### config.mk
export PLATFORM = sky130hd
export DESIGN_NAME = grid_bidirectional_path_search
export DESIGN_NICKNAME = d
export VERILOG_FILES = /design/src/rtl/core/gbps_pkg.sv /design/src/rtl/core/grid_bidirectional_path_search.sv
export SDC_FILE = /design/constraint.sdc
export NUM_CORES = 2
export LEC_CHECK = 0
export ABC_AREA = 1
export BUFFER_PORTS_ARGS = -buffer_cell sky130_fd_sc_hd__clkbuf_2
export CAP_MARGIN = 10
export CORE_ASPECT_RATIO = 1.2
export CORE_UTILIZATION = 64
export CTS_CLUSTER_DIAMETER = 60
export DETAILED_ROUTE_END_ITERATION = 7
export GPL_ROUTABILITY_DRIVEN = 0
export PLACE_DENSITY = 0.78
export RECOVER_POWER = 100
export SKIP_LAST_GASP = 1
export SLEW_MARGIN = 40
export SYNTH_ARGS = -nofsm -noshare
export SYNTH_HDL_FRONTEND = slang
export SYNTH_SLANG_ARGS = --single-unit
### constraint.sdc
create_clock -name clk -period 9 [get_ports clk]
set_clock_uncertainty 0.2 [all_clocks]
set_input_delay 1.35 -clock clk [delete_from_list [all_inputs] [get_ports clk]]
set_output_delay 1.35 -clock clk [all_outputs]
set_load 0.1 [all_outputs]
### src/rtl/core/gbps_pkg.sv
// Package for the grid path search block: payload structs and grid constants.
// Used by grid_bidirectional_path_search; depends on nothing.
package gbps_pkg;

  localparam int GRID_ROWS = 8;
  localparam int GRID_COLS = 8;
  localparam logic [3:0] WALK_CODE = 4'd9;

  localparam logic CMD_WRITE  = 1'b0;
  localparam logic CMD_SEARCH = 1'b1;

  typedef struct packed {
    logic       command;
    logic [2:0] cell_row;
    logic [2:0] cell_col;
    logic [3:0] cell_code;
    logic [2:0] goal_row;
    logic [2:0] goal_col;
  } in_item_t;

  typedef struct packed {
    logic [2:0] path_row;
    logic [2:0] path_col;
    logic       found;
    logic       last;
  } out_item_t;

  // A cell code lets the search pass through when it is 0 or 9.
  function automatic logic is_walk(input logic [3:0] code);
    is_walk = (code == 4'd0) || (code == WALK_CODE);
  endfunction

endpackage

### src/rtl/core/grid_bidirectional_path_search.sv
// Top level of the bidirectional greedy best-first grid path search.
// Depends on gbps_pkg for the payload structs and grid constants.
//
//   channel | signals                      | direction
//   in      | in_valid, in_ready, in_data  | item into the block
//   out     | out_valid, out_ready, out_data | result out of the block
//
// A write command updates one grid cell. A search first clears the marks of all
// 64 cells, then each frontier pop scans its queue memory one entry per cycle
// and re-reads the popped cell; each neighbor takes a memory read-modify-write.
// The path walk then follows the parent chains cell by cell. The queue scan
// dominates the search time. Reset is synchronous; all 64 grid cells clear
// after reset before the first item is taken. Results wait in an output
// register; a stalled output holds the sequencer.
module grid_bidirectional_path_search
  import gbps_pkg::*;
#(
  parameter int ROWS = GRID_ROWS,
  parameter int COLS = GRID_COLS
) (
  input  logic      clk,
  input  logic      rst,
  input  logic      in_valid,
  output logic      in_ready,
  input  in_item_t  in_data,
  output logic      out_valid,
  input  logic      out_ready,
  output out_item_t out_data
);

  localparam int CELLS = 64;

  localparam logic [4:0] S_INIT = 5'd0, S_IDLE = 5'd1, S_CLR = 5'd2, S_POP = 5'd3,
    S_POPW = 5'd4, S_POPD = 5'd5, S_NB = 5'd6, S_NBR = 5'd7, S_NBW = 5'd8,
    S_FAIL = 5'd9, S_WF = 5'd10, S_WFR = 5'd11, S_WB = 5'd12, S_WBR = 5'd13,
    S_EMIT = 5'd14, S_EMITR = 5'd15, S_WAIT = 5'd16;

  // Memories: grid codes, parent links with mark, frontiers, path buffer.
  logic [3:0] grid_mem [CELLS];
  logic [6:0] fpar_mem [CELLS];
  logic [6:0] bpar_mem [CELLS];
  logic [11:0] fq_mem [CELLS];
  logic [11:0] bq_mem [CELLS];
  logic [5:0] path_mem [CELLS];

  logic [4:0] state;
  logic [5:0] cnt;
  logic [6:0] fq_cnt, bq_cnt;
  logic [63:0] fq_taken, bq_taken;
  logic side;
  logic [5:0] start, goal, cur, nb, meet, walk;
  logic [1:0] dir;
  logic [6:0] scan, path_len, emit_i;
  logic [6:0] best_idx;
  logic [4:0] best_cost;
  logic [3:0] grid_rd;
  logic [6:0] fpar_rd, bpar_rd;
  logic [11:0] q_rd;
  logic [5:0] path_rd;
  logic [6:0] scan_prev;
  logic       scan_pv;

  wire [2:0] cur_r = cur[5:3];
  wire [2:0] cur_c = cur[2:0];

  // Candidate neighbor for the current direction and whether it exists.
  logic [5:0] nb_cell;
  logic       nb_ok;
  always_comb begin
    nb_cell = cur;
    nb_ok = 1'b0;
    case (dir)
      2'd0: begin nb_cell = cur - 6'd8; nb_ok = cur_r != 3'd0; end
      2'd1: begin nb_cell = cur - 6'd1; nb_ok = cur_c != 3'd0; end
      2'd2: begin nb_cell = cur + 6'd1; nb_ok = 32'(cur_c) + 1 < COLS; end
      default: begin nb_cell = cur + 6'd8; nb_ok = 32'(cur_r) + 1 < ROWS; end
    endcase
  end

  function automatic logic [3:0] adiff(input logic [2:0] a, input logic [2:0] b);
    adiff = (a > b) ? {1'b0, a - b} : {1'b0, b - a};
  endfunction

  wire [5:0] tgt = side ? start : goal;
  wire [4:0] nb_cost = 5'(adiff(nb[5:3], tgt[5:3])) + 5'(adiff(nb[2:0], tgt[2:0]));
  wire [6:0] own_rd = side ? bpar_rd : fpar_rd;
  wire [6:0] oth_rd = side ? fpar_rd : bpar_rd;
  wire [6:0] q_cnt = side ? bq_cnt : fq_cnt;
  wire       q_taken = side ? bq_taken[scan_prev[5:0]] : fq_taken[scan_prev[5:0]];

  wire [5:0] in_cell = {in_data.cell_row, in_data.cell_col};
  wire [5:0] in_goal = {in_data.goal_row, in_data.goal_col};
  wire in_bad = 32'(in_data.cell_row) >= ROWS || 32'(in_data.cell_col) >= COLS ||
                32'(in_data.goal_row) >= ROWS || 32'(in_data.goal_col) >= COLS;

  assign in_ready = (state == S_IDLE) && !out_valid;

  // Synchronous memory reads, one address per memory per cycle.
  always_ff @(posedge clk) begin
    grid_rd <= grid_mem[nb_cell];
    fpar_rd <= fpar_mem[(state == S_WF || state == S_WFR) ? walk : nb];
    bpar_rd <= bpar_mem[(state == S_WB || state == S_WBR) ? walk : nb];
    q_rd    <= side ? bq_mem[scan[5:0]] : fq_mem[scan[5:0]];
    path_rd <= path_mem[emit_i[5:0]];
  end

  // Sequencer: grid init, writes, clear, pop, expand, trace back, emit or fail.
  always_ff @(posedge clk) begin
    if (rst) begin
      state <= S_INIT;
      cnt <= '0;
      out_valid <= 1'b0;
      fq_cnt <= '0;
      bq_cnt <= '0;
    end else begin
      if (out_valid && out_ready) out_valid <= 1'b0;
      case (state)
        S_INIT: begin
          grid_mem[cnt] <= 4'd0;
          cnt <= cnt + 6'd1;
          if (cnt == 6'd63) state <= S_IDLE;
        end
        S_IDLE: begin
          if (in_valid && in_ready) begin
            if (in_data.command == CMD_WRITE) begin
              if (32'(in_data.cell_row) < ROWS && 32'(in_data.cell_col) < COLS)
                grid_mem[in_cell] <= in_data.cell_code;
            end else if (in_bad || in_cell == in_goal) begin
              state <= S_FAIL;
            end else begin
              start <= in_cell;
              goal <= in_goal;
              cnt <= '0;
              state <= S_CLR;
            end
          end
        end
        S_CLR: begin
          fpar_mem[cnt] <= (cnt == start) ? {1'b1, start} : 7'd0;
          bpar_mem[cnt] <= (cnt == goal) ? {1'b1, goal} : 7'd0;
          cnt <= cnt + 6'd1;
          if (cnt == 6'd63) begin
            fq_mem[0] <= {6'd0, start};
            bq_mem[0] <= {6'd0, goal};
            fq_cnt <= 7'd1;
            bq_cnt <= 7'd1;
            fq_taken <= '0;
            bq_taken <= '0;
            side <= 1'b0;
            state <= S_POP;
          end
        end
        S_POP: begin
          scan <= '0;
          scan_pv <= 1'b0;
          best_idx <= 7'h7f;
          best_cost <= '1;
          state <= S_POPW;
        end
        S_POPW: begin
          // One queue entry per cycle; the read is registered, so the compare trails the scan by one entry.
          if (scan_pv && !q_taken && (best_idx[6] || {1'b0, q_rd[11:6]} < 7'(best_cost))) begin
            best_idx <= scan_prev;
            best_cost <= q_rd[10:6];
          end
          scan_prev <= scan;
          scan_pv <= scan < q_cnt;
          if (scan >= q_cnt && !scan_pv) state <= S_POPD;
          else if (scan < q_cnt) scan <= scan + 7'd1;
        end
        S_POPD: begin
          if (best_idx[6]) begin
            state <= S_FAIL;
          end else begin
            if (side) bq_taken[best_idx[5:0]] <= 1'b1;
            else fq_taken[best_idx[5:0]] <= 1'b1;
            scan <= best_idx;
            state <= S_NB;
            cnt <= 6'd1;
          end
        end
        S_NB: begin
          // First pass re-reads the popped entry's cell.
          if (cnt == 6'd1) begin
            cnt <= 6'd2;
          end else if (cnt == 6'd2) begin
            cur <= q_rd[5:0];
            dir <= 2'd0;
            cnt <= 6'd0;
          end else if (nb_ok) begin
            nb <= nb_cell;
            state <= S_NBR;
            cnt <= 6'd3;
          end else begin
            cnt <= 6'd0;
            if (dir == 2'd3) begin
              side <= !side;
              state <= S_POP;
            end else dir <= dir + 2'd1;
          end
        end
        S_NBR: begin
          if (cnt == 6'd3) cnt <= 6'd4;
          else state <= S_NBW;
        end
        S_NBW: begin
          cnt <= 6'd0;
          if (is_walk(grid_rd) && !own_rd[6]) begin
            if (side) begin
              bpar_mem[nb] <= {1'b1, cur};
              bq_mem[bq_cnt[5:0]] <= {1'b0, nb_cost, nb};
              bq_cnt <= bq_cnt + 7'd1;
            end else begin
              fpar_mem[nb] <= {1'b1, cur};
              fq_mem[fq_cnt[5:0]] <= {1'b0, nb_cost, nb};
              fq_cnt <= fq_cnt + 7'd1;
            end
          end
          // A walkable neighbor marked by the other side ends the search.
          if (is_walk(grid_rd) && oth_rd[6]) begin
            meet <= nb;
            walk <= nb;
            path_len <= '0;
            state <= S_WF;
          end else if (dir == 2'd3) begin
            side <= !side;
            state <= S_POP;
          end else begin
            dir <= dir + 2'd1;
            state <= S_NB;
          end
        end
        S_WF: state <= S_WFR;
        S_WFR: begin
          // Forward chain, stored reversed from slot 63 downward.
          if (fpar_rd[5:0] != walk) begin
            path_mem[6'd63 - path_len[5:0]] <= walk;
            path_len <= path_len + 7'd1;
            walk <= fpar_rd[5:0];
            state <= S_WF;
          end else begin
            walk <= meet;
            emit_i <= 7'd64 - path_len;
            scan <= path_len;
            state <= S_WB;
          end
        end
        S_WB: begin
          if (walk == goal) begin
            state <= S_EMITR;
          end else state <= S_WBR;
        end
        S_WBR: begin
          path_mem[scan[5:0] - path_len[5:0]] <= bpar_rd[5:0];
          scan <= scan + 7'd1;
          walk <= bpar_rd[5:0];
          state <= S_WB;
        end
        S_EMITR: begin
          if (!out_valid || out_ready) state <= S_EMIT;
        end
        S_EMIT: begin
          // Forward part sits at 64-n..63, backward part at 0..m-1.
          out_valid <= 1'b1;
          out_data.path_row <= path_rd[5:3];
          out_data.path_col <= path_rd[2:0];
          out_data.found <= 1'b1;
          out_data.last <= (emit_i[5:0] == 6'(scan - path_len - 7'd1)) &&
                           (scan != path_len || emit_i == 7'd63);
          if ((scan == path_len && emit_i == 7'd63) ||
              (scan != path_len && emit_i[5:0] == 6'(scan - path_len - 7'd1))) begin
            state <= S_WAIT;
          end else begin
            emit_i <= (emit_i == 7'd63) ? 7'd0 : emit_i + 7'd1;
            state <= S_EMITR;
          end
        end
        S_FAIL: begin
          if (!out_valid) begin
            out_valid <= 1'b1;
            out_data <= '{path_row: 3'd0, path_col: 3'd0, found: 1'b0, last: 1'b1};
            state <= S_WAIT;
          end
        end
        S_WAIT: begin
          if (!out_valid || out_ready) state <= S_IDLE;
        end
        default: state <= S_IDLE;
      endcase
    end
  end

  // Queue counts never pass the memory depth.
  a_fq_bound: assert property (@(posedge clk) disable iff (rst) fq_cnt <= 7'd64)
    else $error("forward queue overflow");
  a_bq_bound: assert property (@(posedge clk) disable iff (rst) bq_cnt <= 7'd64)
    else $error("backward queue overflow");
  // No new item while a result waits.
  a_no_take: assert property (@(posedge clk) disable iff (rst) out_valid |-> !in_ready)
    else $error("input taken with result pending");

endmodule

==> out/results.tsv <==
metric	value	unit
place_ws	3510	ps
setup_ws	1940	ps
grt_usage	0.327	
synth_area	0.132	mm2
worstPathArrival	7440	ps
drive_above_1_share	0.0564	
drt-met1-wl	121000	um
die_width	417	um
fin_nets	11700	
top_layer_used	met5	
fp-row-count	182	
p_seq_frac	0.552	
cts_buffer_depth	4	
p_int	22.9	mW
ant_nets	0	
slew_viol_final	1701	
cts_buffers	306	
crit_slowest_cell	nor2_1	
critical_path_buf_inv_count	5	
fin_setup_tns	0	ps
io_pins	31	
outcome	finished with violations	
synth_flop_cell	edfxtp_1	
async_reset_ff_frac	0	
dr.pass1.iters	8	
cts_setup_buffers	0	
viasPerCell	6.34	
grt_max_degree	241	
clock.fmax	142	MHz
violations	DRC, capacitance limit, slew limit	
die-area	0.208	mm2
rsz0062_at_grt	no	
cap_violations	31	
slowest_delay	1190	ps
cts-root-buf	clkbuf_16	
clk_latency	990	ps
cts_resized	0	
end_kind	flop	
power.density	196	mW/mm2
syn_avg_cell_area	11.2	um2
synth-seq-cells	3098	
overflow	0	
finalWirelength	345000	um
core_area	0.205	mm2
period_share	0.785	
start_util	0.645	
period_minus_slack	7060	ps
final_core_util	0.703	
p_sw	5.35	mW
hold_class	reg -> reg	
comb_power_share	0.003	
crit_path_start_kind	flop	
peakVddDrop	0.244	mV
synth_cell_types	60	
wl_per_cell	23.8	um
die_h	500	um
grt_pass1_wl	519000	um
port_buffers	30	
fillers	13600	
sw_frac_of_total	0.189	
syn_to_final_growth	8.99	%
mappedNetlistNets	11900	
grt_pass1_vias	89500	
seq_area_frac_synth	0.699	
cp_data_required_time	9380	ps
slew_headroom	-1.38	
cts.sinks	3098	
drt_iter0_drc	13800	
drc	8	
cts_hold_buf	0	
setup_violations	0	
critPathTopFamily	simple AND/OR/NAND/NOR gates	
synthesis.instances	11800	
path_max_fanout	28	
dr_wl_met2	165000	um
synth-edff-count	3032	
vias	92100	
cts.clk_slew.worst_paths	60	ps
hpwl	205000	um
crit_type	reg -> reg	
p_clk_frac	0.445	
critical_path.cell_chain	clkbuf_1 > inv_1 > nand2_1 > nand2_1 > nor2_1 > inv_1 > nor2_1 > nand2_1 > clkbuf_1 > inv_1 > nand4_1 > nor2_1	
power	28.2	mW
leakage	51.2	nW
synth-warning-count	0	
cts_htree_levels	5	
hold_viol_final	0	
dr_wl_met3	37000	um
antenna_found_initial	7	
tritoncts	yes	
worst_pin_slew	3570	ps
-- cells in the final DEF (no fill, tap or decap), drive strengths merged, types with 15 or more instances in the layout --
cell / Yosys / routed
bufinv: 0 / 29
nand3b: 39 / 39
or2: 25 / 25
nand4: 69 / 69
clkbuf: 461 / 452
buf: 203 / 88
nor2: 1554 / 1554
edfxtp: 3032 / 3032
o221ai: 46 / 46
nor4: 15 / 15
nor3: 36 / 36
o22ai: 452 / 452
clkinv: 10 / 132
o21ai: 1190 / 1190
nand2: 1831 / 1831
inv: 1176 / 1173
o211ai: 99 / 99
a21oi: 230 / 230
ha: 47 / 47
xnor2: 15 / 15
xor2: 24 / 24
dfxtp: 66 / 66
nand3: 1140 / 1140
-- flip-flops by register name (all words and copies together) (netlist names), 8 cells and up, named ones only --
register	cells
bpar_mem	448
q_rd	10
fpar_mem	448
bq_taken	64
bq_mem	640
out_data	8
path_mem	384
fq_mem	640
grid_mem	256
fq_taken	64
-- logic make-up after synthesis --
family,synth area share
buffers and inverters,0.0547
XOR/XNOR,0.00258
multiplexers,0.000738
flip-flops,0.699
AO/OA/AOI/OAI,0.0864
adder cells (fa/ha/maj),0.00581
AND/OR/NAND/NOR,0.151
-- routing by layer --
layer	up-vias	track usage
met5	-	0
met4	6	0.187
met3	1295	0.0615
met2	6166	0.535
met1	43800	0.413
li1	40900	-
-- through the flow --
step                      hold WS [ps]  area [um2]  std cells
after floorplan                    186      132000      11800
after CTS                          205      145000      14500
after detailed placement           191      135000      14000
after global placement             190      134000      14000
final                              207      144000      14500
after global routing               217      144000      14500
-- power groups by stage --
stage / clock network (mW) / registers, mW / logic [mW]
3_3_place_gp: 0 / 15.9 / 0.0691
3_5_place_dp: 0 / 15.9 / 0.0724
5_1_grt: 13.1 / 15.6 / 0.0743
2_1_floorplan: 0 / 15.9 / 0.0397
6_report: 12.6 / 15.6 / 0.0707
4_1_cts: 12.6 / 15.6 / 0.0731
-- final cells by class --
cell class,instances,area (um2),share of cell area
antenna,4,10.0,0.0000695
sequential,3098,92400,0.641
inverter,1186,4490,0.0312
timing repair buffer,167,1280,0.00890
multi-input combinational,6873,32800,0.228
clock buffer,373,8190,0.0569
clock inverter,156,1540,0.0107
tap,2668,3340,0.0232
-- synth_stat cells (34+ instances only) --
cell	count	area (um2)
a21oi_1	230	1150
buf_2	148	741
clkbuf_1	461	1730
dfxtp_1	66	1320
edfxtp_1	3032	91000
ha_1	47	588
inv_1	1154	4330
nand2_1	1811	6800
nand3_1	1132	5670
nand3b_1	39	293
nand4_1	52	325
nor2_1	1548	5810
o211ai_1	99	743
o21ai_0	1141	5710
o21ai_1	34	170
o221ai_1	46	403
o22ai_1	452	2830
-- final timing paths --
| path | from | end | slack [ps] | cells after the start |
|---|---|---|---|---|
| max | side | fq_mem[53][1] | 1940 | 12 |
| min | q_rd[3] | cur[3] | 210 | 0 |
| max reg2reg | side | fq_mem[53][1] | 1940 | 12 |
| min reg2reg | q_rd[3] | cur[3] | 210 | 0 |
Power figures use the tool's default switching activity.
